--- src/sv/cfa_pkg.sv ---
`timescale 1ns / 1ps
// Shared constants, codes and sequencer states of the contiguous fit allocator.
package cfa_pkg;

  localparam int MAX_SEGMENTS_DEF = 64;
  localparam int ADDR_BITS_DEF    = 20;
  localparam int OWNER_BITS_DEF   = 16;

  localparam int CFG_W  = 21;
  localparam int ID_W   = 16;
  localparam int REQ_W  = 21;
  localparam int OP_W   = 2;
  localparam int MODE_W = 2;
  localparam int CODE_W = 2;

  localparam logic [OP_W-1:0] OP_REQUEST = 2'd0;
  localparam logic [OP_W-1:0] OP_RELEASE = 2'd1;
  localparam logic [OP_W-1:0] OP_COMPACT = 2'd2;
  localparam logic [OP_W-1:0] OP_STATUS  = 2'd3;

  localparam logic [MODE_W-1:0] FIT_FIRST = 2'd0;
  localparam logic [MODE_W-1:0] FIT_BEST  = 2'd1;
  localparam logic [MODE_W-1:0] FIT_WORST = 2'd2;

  localparam logic [CODE_W-1:0] RES_OK       = 2'd0;
  localparam logic [CODE_W-1:0] RES_NOMEM    = 2'd1;
  localparam logic [CODE_W-1:0] RES_NOTFOUND = 2'd2;
  localparam logic [CODE_W-1:0] RES_FULL     = 2'd3;

  typedef enum logic [3:0] {
    ST_IDLE,
    ST_SCAN,
    ST_DECIDE,
    ST_SHUP,
    ST_SPLIT_LO,
    ST_SPLIT_HI,
    ST_NBR,
    ST_MERGE,
    ST_SHDN,
    ST_PACK,
    ST_PACK_TAIL,
    ST_LIST
  } cfa_state_e;

endpackage

--- src/sv/cfa_fit_unit.sv ---
`timescale 1ns / 1ps
// Shared segment size and fit compare unit.
module cfa_fit_unit import cfa_pkg::*; #(
  parameter int ADDR_BITS = ADDR_BITS_DEF
) (
  input  logic [ADDR_BITS-1:0] seg_start_i,
  input  logic [ADDR_BITS-1:0] seg_end_i,
  input  logic                 seg_used_i,
  input  logic [REQ_W-1:0]     want_i,
  input  logic [MODE_W-1:0]    mode_i,
  input  logic [ADDR_BITS:0]   best_i,
  output logic [ADDR_BITS:0]   size_o,
  output logic                 fits_o,
  output logic                 better_o
);

  localparam int SW = ADDR_BITS + 1;
  localparam int CW = (SW > REQ_W) ? SW : REQ_W;

  logic [CW-1:0] size_cw;
  logic [CW-1:0] want_cw;

  assign size_o  = SW'(seg_end_i) - SW'(seg_start_i) + SW'(1);
  assign size_cw = CW'(size_o);
  assign want_cw = CW'(want_i);
  assign fits_o  = !seg_used_i && (size_cw >= want_cw);

  always_comb begin
    case (mode_i)
      FIT_BEST:  better_o = (size_o < best_i);
      FIT_WORST: better_o = (size_o > best_i);
      default:   better_o = 1'b0;
    endcase
  end

endmodule

--- src/sv/contiguous_fit_allocator.sv ---
`timescale 1ns / 1ps
// Contiguous fit allocator: segment table, sequencer and result register.
// Request: a scan of the table, then a shift of entries up to open a split; release:
// a scan, a read of the neighbors and a merge, then a shift down to close the gap;
// compact: one packing pass and a tail write; status emits one segment per cycle.
// One command at a time: busy until its last result; the receiver cannot stall results.
// The segment memory, read one entry a cycle, sets the pace of every pass.
// Reset: one free segment of min(1048576, 2^ADDR_BITS) units; no clearing pass.
module contiguous_fit_allocator import cfa_pkg::*; #(
  parameter int MAX_SEGMENTS = MAX_SEGMENTS_DEF,
  parameter int ADDR_BITS    = ADDR_BITS_DEF,
  parameter int OWNER_BITS   = OWNER_BITS_DEF
) (
  input  logic                  clk_i,
  input  logic                  rst_ni,
  input  logic                  cfg_we_i,
  input  logic [CFG_W-1:0]      cfg_wdata_i,
  input  logic                  start,
  output logic                  busy,
  input  logic [OP_W-1:0]       op_i,
  input  logic [ID_W-1:0]       proc_id_i,
  input  logic [REQ_W-1:0]      req_size_i,
  input  logic [MODE_W-1:0]     fit_mode_i,
  output logic                  result_valid_o,
  output logic [CODE_W-1:0]     code_o,
  output logic [ADDR_BITS-1:0]  base_o,
  output logic [ADDR_BITS-1:0]  limit_o,
  output logic                  in_use_o,
  output logic [OWNER_BITS-1:0] owner_o,
  output logic                  last_o
);

  localparam int AW   = ADDR_BITS;
  localparam int OB   = OWNER_BITS;
  localparam int SW   = AW + 1;                 // size of a segment, up to 2^AW
  localparam int CW   = (SW > CFG_W) ? SW : CFG_W;
  localparam int IW   = $clog2(MAX_SEGMENTS);
  localparam int CNTW = $clog2(MAX_SEGMENTS + 1);
  localparam logic [CW-1:0]   CAP      = CW'(1) << AW;
  localparam logic [CW-1:0]   RST_REQ  = CW'(1048576);
  localparam logic [SW-1:0]   RST_SPACE = (RST_REQ > CAP) ? SW'(CAP) : SW'(RST_REQ);
  localparam logic [CNTW-1:0] MAX_CNT  = CNTW'(MAX_SEGMENTS);

  typedef struct packed {
    logic          used;
    logic [OB-1:0] owner;
    logic [AW-1:0] seg_start;
    logic [AW-1:0] seg_end;
  } seg_t;

  // Segment memory: one write and one registered read per cycle.
  seg_t          mem_q [MAX_SEGMENTS];
  logic          we, re;
  logic [IW-1:0] waddr, raddr;
  seg_t          wdata;
  seg_t          rdata_q;
  logic          rvld_q, rfresh_q;
  logic [IW-1:0] ridx_q;

  always_ff @(posedge clk_i) begin
    if (we) begin
      mem_q[waddr] <= wdata;
    end
  end

  always_ff @(posedge clk_i) begin
    if (re) begin
      rdata_q <= mem_q[raddr];
    end
  end

  cfa_state_e state_q, state_d;

  logic [OP_W-1:0]   op_q, op_d;
  logic [OB-1:0]     id_q, id_d;
  logic [REQ_W-1:0]  want_q, want_d;
  logic [MODE_W-1:0] mode_q, mode_d;
  logic [CNTW-1:0]   cnt_q, cnt_d;
  logic [SW-1:0]     space_q, space_d;
  logic              init_q, init_d;      // table is fresh: entry 0 reads as the whole space
  logic [IW-1:0]     iss_q, iss_d;
  logic [CNTW-1:0]   left_q, left_d;
  logic              found_q, found_d;
  logic [IW-1:0]     pick_q, pick_d;
  logic [AW-1:0]     pstart_q, pstart_d, pend_q, pend_d;
  logic [SW-1:0]     psize_q, psize_d;
  logic              prevf_q, prevf_d, nextf_q, nextf_d;
  logic [AW-1:0]     nstart_q, nstart_d, nend_q, nend_d;
  logic [1:0]        k_q, k_d;
  logic [SW-1:0]     gap_q, gap_d;
  logic [CNTW-1:0]   w_q, w_d;

  logic              rv_q, rv_d;
  logic [CODE_W-1:0] code_q, code_d;
  logic [AW-1:0]     base_q, base_d, lim_q, lim_d;
  logic              use_q, use_d, last_q, last_d;
  logic [OB-1:0]     own_q, own_d;

  // Owner id is the low OWNER_BITS of proc_id, zero-extended if wider.
  logic [OB+ID_W-1:0] id_ext;
  logic [OB-1:0]      id_in;
  assign id_ext = {{OB{1'b0}}, proc_id_i};
  assign id_in  = id_ext[OB-1:0];

  // Clamp of a written memory size to [1, 2^AW].
  logic [CW-1:0] cfg_cw;
  logic [SW-1:0] cfg_space;
  always_comb begin
    cfg_cw = CW'(cfg_wdata_i);
    if (cfg_cw == '0) begin
      cfg_cw = CW'(1);
    end
    cfg_space = (cfg_cw > CAP) ? SW'(CAP) : SW'(cfg_cw);
  end

  // Entry returned by the memory, with the fresh-table override on entry 0.
  seg_t rent;
  always_comb begin
    rent = rdata_q;
    if (rfresh_q) begin
      rent.used      = 1'b0;
      rent.owner     = '0;
      rent.seg_start = '0;
      rent.seg_end   = AW'(space_q - SW'(1));
    end
  end

  logic [SW-1:0] fu_size;
  logic          fu_fits, fu_better;

  cfa_fit_unit #(
    .ADDR_BITS(ADDR_BITS)
  ) u_fit (
    .seg_start_i(rent.seg_start),
    .seg_end_i  (rent.seg_end),
    .seg_used_i (rent.used),
    .want_i     (want_q),
    .mode_i     (mode_q),
    .best_i     (psize_q),
    .size_o     (fu_size),
    .fits_o     (fu_fits),
    .better_o   (fu_better)
  );

  logic [CW-1:0] want_cw;
  logic [AW-1:0] want_a;
  logic          stream_done;
  logic          take;
  logic [IW-1:0] nbr_lo, nbr_hi, dst;
  logic [1:0]    k_now;

  assign want_cw     = CW'(want_q);
  assign want_a      = want_cw[AW-1:0];
  assign stream_done = (left_q == '0) && !rvld_q;
  assign take        = (op_q == OP_RELEASE)
                       ? (rent.used && (rent.owner == id_q) && !found_q)
                       : (fu_fits && (!found_q || fu_better));
  assign nbr_lo      = (pick_q == '0) ? pick_q : pick_q - IW'(1);
  assign nbr_hi      = ((CNTW'(pick_q) + CNTW'(1)) < cnt_q) ? pick_q + IW'(1) : pick_q;
  assign dst         = prevf_q ? pick_q - IW'(1) : pick_q;
  assign k_now       = {1'b0, prevf_q} + {1'b0, nextf_q};
  assign busy        = (state_q != ST_IDLE);

  // Next state.
  always_comb begin
    state_d = state_q;
    unique case (state_q)
      ST_IDLE: begin
        if (start) begin
          unique case (op_i)
            OP_REQUEST: begin
              if (req_size_i != '0 && fit_mode_i <= FIT_WORST) begin
                state_d = ST_SCAN;
              end
            end
            OP_RELEASE: state_d = ST_SCAN;
            OP_COMPACT: state_d = ST_PACK;
            default:    state_d = ST_LIST;
          endcase
        end
      end
      ST_SCAN:      if (stream_done) state_d = ST_DECIDE;
      ST_DECIDE: begin
        if (!found_q) begin
          state_d = ST_IDLE;
        end else if (op_q == OP_RELEASE) begin
          state_d = ST_NBR;
        end else if (CW'(psize_q) == want_cw || cnt_q >= MAX_CNT) begin
          state_d = ST_IDLE;
        end else begin
          state_d = ST_SHUP;
        end
      end
      ST_SHUP:      if (stream_done) state_d = ST_SPLIT_LO;
      ST_SPLIT_LO:  state_d = ST_SPLIT_HI;
      ST_SPLIT_HI:  state_d = ST_IDLE;
      ST_NBR:       if (stream_done) state_d = ST_MERGE;
      ST_MERGE:     state_d = (k_now == 2'd0) ? ST_IDLE : ST_SHDN;
      ST_SHDN:      if (stream_done) state_d = ST_IDLE;
      ST_PACK:      if (stream_done) state_d = ST_PACK_TAIL;
      ST_PACK_TAIL: state_d = ST_IDLE;
      ST_LIST:      if (stream_done) state_d = ST_IDLE;
      default:      state_d = ST_IDLE;
    endcase
  end

  // Datapath, memory access and result loading.
  always_comb begin
    op_d = op_q;  id_d = id_q;  want_d = want_q;  mode_d = mode_q;
    cnt_d = cnt_q;  space_d = space_q;  init_d = init_q;
    iss_d = iss_q;  left_d = left_q;
    found_d = found_q;  pick_d = pick_q;  pstart_d = pstart_q;  pend_d = pend_q;
    psize_d = psize_q;
    prevf_d = prevf_q;  nextf_d = nextf_q;  nstart_d = nstart_q;  nend_d = nend_q;
    k_d = k_q;  gap_d = gap_q;  w_d = w_q;
    rv_d = 1'b0;  code_d = code_q;  base_d = base_q;  lim_d = lim_q;
    use_d = use_q;  own_d = own_q;  last_d = last_q;
    we = 1'b0;  waddr = '0;  wdata = '0;
    re = 1'b0;  raddr = iss_q;

    // Streaming states issue one read per cycle until left runs out.
    if (state_q == ST_SCAN || state_q == ST_SHUP || state_q == ST_NBR ||
        state_q == ST_SHDN || state_q == ST_PACK || state_q == ST_LIST) begin
      if (left_q != '0) begin
        re     = 1'b1;
        left_d = left_q - CNTW'(1);
        iss_d  = (state_q == ST_SHUP) ? iss_q - IW'(1) : iss_q + IW'(1);
      end
    end

    unique case (state_q)
      ST_IDLE: begin
        if (cfg_we_i) begin
          space_d = cfg_space;
          cnt_d   = CNTW'(1);
          init_d  = 1'b1;
        end
        if (start) begin
          op_d = op_i;  id_d = id_in;  want_d = req_size_i;  mode_d = fit_mode_i;
          iss_d = '0;  left_d = cnt_q;  found_d = 1'b0;  psize_d = '0;
          gap_d = '0;  w_d = '0;
          if (op_i == OP_REQUEST && (req_size_i == '0 || fit_mode_i > FIT_WORST)) begin
            rv_d = 1'b1;  code_d = RES_NOMEM;  base_d = '0;  lim_d = '0;
            use_d = 1'b0;  own_d = '0;  last_d = 1'b1;
          end
        end
      end
      ST_SCAN: begin
        if (rvld_q && take) begin
          found_d  = 1'b1;
          pick_d   = ridx_q;
          pstart_d = rent.seg_start;
          pend_d   = rent.seg_end;
          psize_d  = fu_size;
        end
      end
      ST_DECIDE: begin
        base_d = '0;  lim_d = '0;  use_d = 1'b0;  own_d = '0;  last_d = 1'b1;
        if (!found_q) begin
          rv_d   = 1'b1;
          code_d = (op_q == OP_RELEASE) ? RES_NOTFOUND : RES_NOMEM;
        end else if (op_q == OP_RELEASE) begin
          iss_d   = nbr_lo;
          left_d  = CNTW'(nbr_hi) - CNTW'(nbr_lo) + CNTW'(1);
          prevf_d = 1'b0;
          nextf_d = 1'b0;
        end else if (CW'(psize_q) == want_cw) begin
          we     = 1'b1;
          waddr  = pick_q;
          wdata  = '{used: 1'b1, owner: id_q, seg_start: pstart_q, seg_end: pend_q};
          rv_d   = 1'b1;  code_d = RES_OK;  base_d = pstart_q;  lim_d = pend_q;
          use_d  = 1'b1;  own_d = id_q;
          if (pick_q == '0) init_d = 1'b0;
        end else if (cnt_q >= MAX_CNT) begin
          rv_d   = 1'b1;
          code_d = RES_FULL;
        end else begin
          iss_d  = IW'(cnt_q - CNTW'(1));
          left_d = cnt_q - CNTW'(1) - CNTW'(pick_q);
        end
      end
      ST_SHUP: begin
        if (rvld_q) begin
          we    = 1'b1;
          waddr = ridx_q + IW'(1);
          wdata = rent;
        end
      end
      ST_SPLIT_LO: begin
        we    = 1'b1;
        waddr = pick_q;
        wdata = '{used: 1'b1, owner: id_q, seg_start: pstart_q,
                  seg_end: pstart_q + want_a - AW'(1)};
        if (pick_q == '0) init_d = 1'b0;
      end
      ST_SPLIT_HI: begin
        we     = 1'b1;
        waddr  = pick_q + IW'(1);
        wdata  = '{used: 1'b0, owner: '0, seg_start: pstart_q + want_a, seg_end: pend_q};
        cnt_d  = cnt_q + CNTW'(1);
        rv_d   = 1'b1;  code_d = RES_OK;  base_d = pstart_q;
        lim_d  = pstart_q + want_a - AW'(1);
        use_d  = 1'b1;  own_d = id_q;  last_d = 1'b1;
      end
      ST_NBR: begin
        if (rvld_q && ridx_q < pick_q) begin
          prevf_d  = !rent.used;
          nstart_d = rent.seg_start;
        end
        if (rvld_q && ridx_q > pick_q) begin
          nextf_d = !rent.used;
          nend_d  = rent.seg_end;
        end
      end
      ST_MERGE: begin
        we    = 1'b1;
        waddr = dst;
        wdata = '{used: 1'b0, owner: '0,
                  seg_start: prevf_q ? nstart_q : pstart_q,
                  seg_end: nextf_q ? nend_q : pend_q};
        if (dst == '0) init_d = 1'b0;
        k_d    = k_now;
        iss_d  = IW'(CNTW'(dst) + CNTW'(1) + CNTW'(k_now));
        left_d = cnt_q - CNTW'(1) - CNTW'(k_now) - CNTW'(dst);
        if (k_now == 2'd0) begin
          rv_d  = 1'b1;  code_d = RES_OK;  base_d = pstart_q;  lim_d = pend_q;
          use_d = 1'b0;  own_d = id_q;  last_d = 1'b1;
        end
      end
      ST_SHDN: begin
        if (rvld_q) begin
          we    = 1'b1;
          waddr = ridx_q - IW'(k_q);
          wdata = rent;
        end
        if (stream_done) begin
          cnt_d = cnt_q - CNTW'(k_q);
          rv_d  = 1'b1;  code_d = RES_OK;  base_d = pstart_q;  lim_d = pend_q;
          use_d = 1'b0;  own_d = id_q;  last_d = 1'b1;
        end
      end
      ST_PACK: begin
        if (rvld_q) begin
          if (rent.used) begin
            we    = 1'b1;
            waddr = w_q[IW-1:0];
            wdata = '{used: 1'b1, owner: rent.owner,
                      seg_start: rent.seg_start - AW'(gap_q),
                      seg_end: rent.seg_end - AW'(gap_q)};
            w_d   = w_q + CNTW'(1);
            if (w_q == '0) init_d = 1'b0;
          end else begin
            gap_d = gap_q + fu_size;
          end
        end
      end
      ST_PACK_TAIL: begin
        cnt_d = w_q;
        if (gap_q != '0 && w_q < MAX_CNT) begin
          we    = 1'b1;
          waddr = w_q[IW-1:0];
          wdata = '{used: 1'b0, owner: '0, seg_start: AW'(space_q - gap_q),
                    seg_end: AW'(space_q - SW'(1))};
          cnt_d = w_q + CNTW'(1);
          if (w_q == '0) init_d = 1'b0;
        end
        rv_d  = 1'b1;  code_d = RES_OK;  base_d = '0;  lim_d = '0;
        use_d = 1'b0;  own_d = '0;  last_d = 1'b1;
      end
      ST_LIST: begin
        if (rvld_q) begin
          rv_d   = 1'b1;
          code_d = RES_OK;
          base_d = rent.seg_start;
          lim_d  = rent.seg_end;
          use_d  = rent.used;
          own_d  = rent.used ? rent.owner : '0;
          last_d = (CNTW'(ridx_q) + CNTW'(1)) == cnt_q;
        end
      end
      default: ;
    endcase
  end

  always_ff @(posedge clk_i or negedge rst_ni) begin
    if (!rst_ni) begin
      state_q  <= ST_IDLE;
      cnt_q    <= CNTW'(1);
      space_q  <= RST_SPACE;
      init_q   <= 1'b1;
      left_q   <= '0;
      rvld_q   <= 1'b0;
      rfresh_q <= 1'b0;
      rv_q     <= 1'b0;
    end else begin
      state_q  <= state_d;
      cnt_q    <= cnt_d;
      space_q  <= space_d;
      init_q   <= init_d;
      left_q   <= left_d;
      rvld_q   <= re;
      rfresh_q <= re && init_q && (raddr == '0);
      rv_q     <= rv_d;
    end
  end

  always_ff @(posedge clk_i) begin
    ridx_q   <= raddr;
    op_q     <= op_d;
    id_q     <= id_d;
    want_q   <= want_d;
    mode_q   <= mode_d;
    iss_q    <= iss_d;
    found_q  <= found_d;
    pick_q   <= pick_d;
    pstart_q <= pstart_d;
    pend_q   <= pend_d;
    psize_q  <= psize_d;
    prevf_q  <= prevf_d;
    nextf_q  <= nextf_d;
    nstart_q <= nstart_d;
    nend_q   <= nend_d;
    k_q      <= k_d;
    gap_q    <= gap_d;
    w_q      <= w_d;
    code_q   <= code_d;
    base_q   <= base_d;
    lim_q    <= lim_d;
    use_q    <= use_d;
    own_q    <= own_d;
    last_q   <= last_d;
  end

  assign result_valid_o = rv_q;
  assign code_o         = code_q;
  assign base_o         = base_q;
  assign limit_o        = lim_q;
  assign in_use_o       = use_q;
  assign owner_o        = own_q;
  assign last_o         = last_q;

`ifndef ASSERT_OFF
  a_cnt_range: assert property (@(posedge clk_i) disable iff (!rst_ni)
    (cnt_q != '0) && (cnt_q <= MAX_CNT))
    else $error("segment count out of range");

  a_multi_only_list: assert property (@(posedge clk_i) disable iff (!rst_ni)
    (result_valid_o && !last_o) |-> (state_q == ST_LIST))
    else $error("non-final result outside status listing");

  a_read_in_stream: assert property (@(posedge clk_i) disable iff (!rst_ni)
    rvld_q |-> (state_q == ST_SCAN || state_q == ST_SHUP || state_q == ST_NBR ||
                state_q == ST_SHDN || state_q == ST_PACK || state_q == ST_LIST))
    else $error("read data returned outside a streaming state");

  a_no_rw_clash: assert property (@(posedge clk_i) disable iff (!rst_ni)
    (we && re) |-> (waddr != raddr))
    else $error("segment memory read and write at one address");
`endif

endmodule

--- config.mk ---
export PLATFORM = sky130hd
export DESIGN_NAME = contiguous_fit_allocator
export DESIGN_NICKNAME = d
export VERILOG_FILES = /design/src/sv/cfa_pkg.sv /design/src/sv/cfa_fit_unit.sv /design/src/sv/contiguous_fit_allocator.sv
export SDC_FILE = /design/constraint.sdc
export NUM_CORES = 2
export LEC_CHECK = 0
export ABC_AREA = 1
export BUFFER_PORTS_ARGS = -buffer_cell sky130_fd_sc_hd__buf_2
export CAP_MARGIN = 40
export CORE_UTILIZATION = 40
export DETAILED_ROUTE_END_ITERATION = 16
export SLEW_MARGIN = 25
export SYNTH_ARGS = -nofsm -noshare
export SYNTH_HDL_FRONTEND = slang
export SYNTH_SLANG_ARGS = --single-unit
--- constraint.sdc ---
create_clock -name clk_i -period 6.2 [get_ports clk_i]
set_clock_uncertainty 0.1 [all_clocks]
set_input_delay 1.24 -clock clk_i [delete_from_list [all_inputs] [get_ports clk_i]]
set_output_delay 1.24 -clock clk_i [all_outputs]
set_load 0.02 [all_outputs]
==> run_results.csv <==
group,metric,value,unit
floorplanning,fp.dieH,652,µm
critical_path,endpoint_kind,"flip-flop",
detailed_routing,routed_via_density,6.01,
power_and_ir_drop,pwr-share-comb,41.5,%
yosys,avgSynthCellArea,12.1,µm²
detailed_routing,firstDrtPassIters,7,
critical_path,cp-start-kind,"flip-flop",
floorplanning,rows,238,
min_path,min_path_type,"input port to async pin",
power_and_ir_drop,cellLeakagePower,66.1,nW
power_and_ir_drop,vdd_drop_max,0.000400,V
layout,finish.net_count,14600,
power_and_ir_drop,power.internal,59.6,mW
grt,grt_pass1_vias,111000,
sta,max_freq,0.171,GHz
placement,gp_congestion,0.960,
detailed_routing,routedWlPerCell,30.0,µm
critical_path,cp_top_family,"simple AND/OR/NAND/NOR gates",
floorplanning,pin_count,128,
power_and_ir_drop,clkPwrFrac,24.0,%
clock_network,clock_latency,1010,ps
detailed_routing,wl,606000,µm
yosys,synth_top_family_by_area,"compound AO/OA/AOI/OAI gates",
clock_network,clockBufferDepth,4,
yosys,synth_area_leaders,"edfxtp_1, o21ai_0, nor2_1, o22ai_1, nand2_1",
grt,grt_overflow,0,
yosys,yosysTopAreaCell,"edfxtp_1",
yosys,ys_async_sr_fraction,1.05,%
critical_path,crit_required,6810,ps
layout,fillers,37600,
yosys,synth_fa_ha_area_share,2.00,%
yosys,synth_simple_gate_area_share,9.87,%
grt,grt_max_degree,192,
yosys,syn-cell-area,169000,µm²
floorplanning,die_w,652,µm
detailed_routing,ant_nets,0,
yosys,ys_dominant_reg_cell,"edfxtp_1",
sta,slew_violations,0,
floorplanning,start_util,40.2,%
yosys,yosysUniqueCellTypes,63,
grt,antenna_found_initial,31,
clock_network,holdBufCountCts,0,
layout,final_core_util,45.9,%
yosys,synth-compound-area-share,13.5,%
floorplanning,die_area,426000,µm²
yosys,synth_xor_area_share,0.678,%
yosys,synth_commonest_cells,"edfxtp_1, nor2_1, o21ai_0",
yosys,syn_nets,14300,
power_and_ir_drop,swShare,41.0,%
power_and_ir_drop,powerDensity,523,nW/µm²
sta,min_period,5860,ps
sta,rsz0062_at_grt,"no",
clock_network,cts-root-buf,"clkbuf_16",
grt,grt_pass1_wl,848000,µm
sta,setup_tns,0,ps
critical_path,cp_max_fo,18,
run,maxCapViolations,0,
clock_network,ctsHtreeMaxLevel,5,
detailed_routing,vias,122000,
detailed_routing,drt_iter0_drc,17100,
sta,worst_pin_slew,1070,ps
outcome,status,"finished, final reports clean",
yosys,ys_warn_count,0,
yosys,synth_top_area_share,70.0,%
floorplanning,core_area,421000,µm²
critical_path,crit_arrival,6470,ps
sta,hold_viol,0,
layout,area_delta_synth_final,14.2,%
layout,multi_input_area,45300,µm²
yosys,seq_area_frac_synth,70.8,%
critical_path,cp_slowest_stage_delay,440,ps
layout,drive_gt1_share,9.97,%
placement,io_buffers,127,
sta,setup_viol,0,
yosys,synth-edff-count,3946,
clock_network,clock-sinks,4000,
critical_path,critPathBufInv,9,
clock_network,cts_made_buffers,408,
yosys,synthMuxAreaShare,0,%
layout,seqCellArea,120000,µm²
clock_network,cts_tree,"built",
detailed_routing,drcViolationCount,0,
critical_path,slowest_stage,"nor4_1",
sta,slew_headroom,28.6,%
yosys,netlist_instances,14000,
placement,hpwl,355000,µm
power_and_ir_drop,seq_power_share,34.5,%
critical_path,crit_top_cell,"nand2_1",
power_and_ir_drop,switching_power,41.5,mW
yosys,synth_most_common_cell,"edfxtp_1",
clock_network,cts.clk_slew.worst_paths,60,ps
sta,fin_crit_sh,94.5,%
grt,track_usage,27.6,%
critical_path,crit_type,"flip-flop to flip-flop",
yosys,yosys_register_bits,4000,
## registers in the layout, indices dropped and copies added (netlist names), 4 cells and up
signal / flops
base_o: 20
cnt_q: 7
gap_q: 21
id_q: 16
iss_q: 6
left_q: 7
limit_o: 20
mem_q: 3648
nend_q: 20
nstart_q: 20
owner_o: 16
pend_q: 20
pick_q: 6
psize_q: 21
pstart_q: 20
rdata_q: 57
ridx_q: 6
space_q: 20
state_q: 4
w_q: 7
want_cw: 21
## routing by layer
| layer | track usage, % | part of all wire (%) | wire length (µm) |
|---|---|---|---|
| met1 | 38.8 | 40 | 245000 |
| met2 | 42.8 | 45 | 274000 |
| met3 | 4.96 | 10 | 62600 |
| met4 | 10.0 | 4.1 | 24700 |
| met5 | 0 | 0.022 | 134 |
## path summary, 6_finish.rpt
path / from / slack, ps / to / cells past startpoint
min in group clk_i: proc_id_i[9] / 310 / id_q[9] / 1
hold / removal: rst_ni / 250 / left_q[4] / 2
hold reg to reg: init_q / 400 / init_q / 2
max in group asynchronous: rst_ni / 5150 / space_q[18] / 2
setup reg to reg: space_q[1] / 340 / pstart_q[17] / 35
setup / recovery: space_q[1] / 340 / pstart_q[17] / 35
## cells in the final DEF, fill, tap and decap left out, types with 248 or more instances in the layout
cell / instances
edfxtp_1: 3946
buf_4: 405
ha_1: 248
clkbuf_16: 414
nand3_1: 362
nand2_1: 1018
a21oi_1: 322
o21ai_0: 2405
o22ai_1: 927
nor2_1: 2446
inv_1: 467
## worst reg2reg max path: cells and delay by family (launching register included)
family / cells / cell delay, ps
adders and majority gates: 4 / 1060
and+or+nand+nor: 18 / 2280
DFF: 1 / 400
buffers and inverters: 9 / 1150
xor gates and xnor gates: 1 / 150
AOI/OAI and AO/OA: 3 / 430
## logic make-up after synthesis
logic type      Yosys count
simple gates           4160
xor+xnor                131
compound gates         4091
buf+inv                1370
fa+ha+maj               262
flops                  4000
## power groups by stage
stage                     registers [mW]  clock network [mW]  logic [mW]
after floorplan                     35.5                   0        24.0
after global placement              35.5                   0        40.7
after detailed placement            35.5                   0        40.7
after CTS                           34.9                24.4        40.9
after global routing                35.0                25.4        45.2
final                               34.9                24.3        41.9
## what timing repair did
action                                  in CTS  in global routing
setup buffers                                0                  1
resized for setup                            0                 26
hold endpoints to repair                     0                  0
endpoints found under the setup margin       0                 68
## metrics by stage
| stage | setup slack (ps) | total power [mW] | hold slack (ps) | cell area (µm²) | instances |
|---|---|---|---|---|---|
| floorplan | 272 | 59.4 | 254 | 169000 | 14000 |
| CTS | 75.1 | 100 | 240 | 193000 | 20200 |
| global placement | 68.3 | 76.2 | 384 | 179000 | 19400 |
| detailed placement | 128 | 76.2 | 394 | 180000 | 19400 |
| global route | 17.4 | 106 | 284 | 193000 | 20200 |
| finish | 340 | 101 | 246 | 193000 | 20200 |
## area by class of cell
cell class | instances | area share (%)
Sequential cell | 4000 | 62.0
Multi-Input combinational cell | 8644 | 23.4
Clock buffer | 503 | 5.52
Tap cell | 5640 | 3.65
Timing Repair Buffer | 661 | 3.23
Clock inverter | 253 | 1.17
Inverter | 507 | 1.01
Antenna cell | 11 | 0.0142
Power figures use the tool's default switching activity.
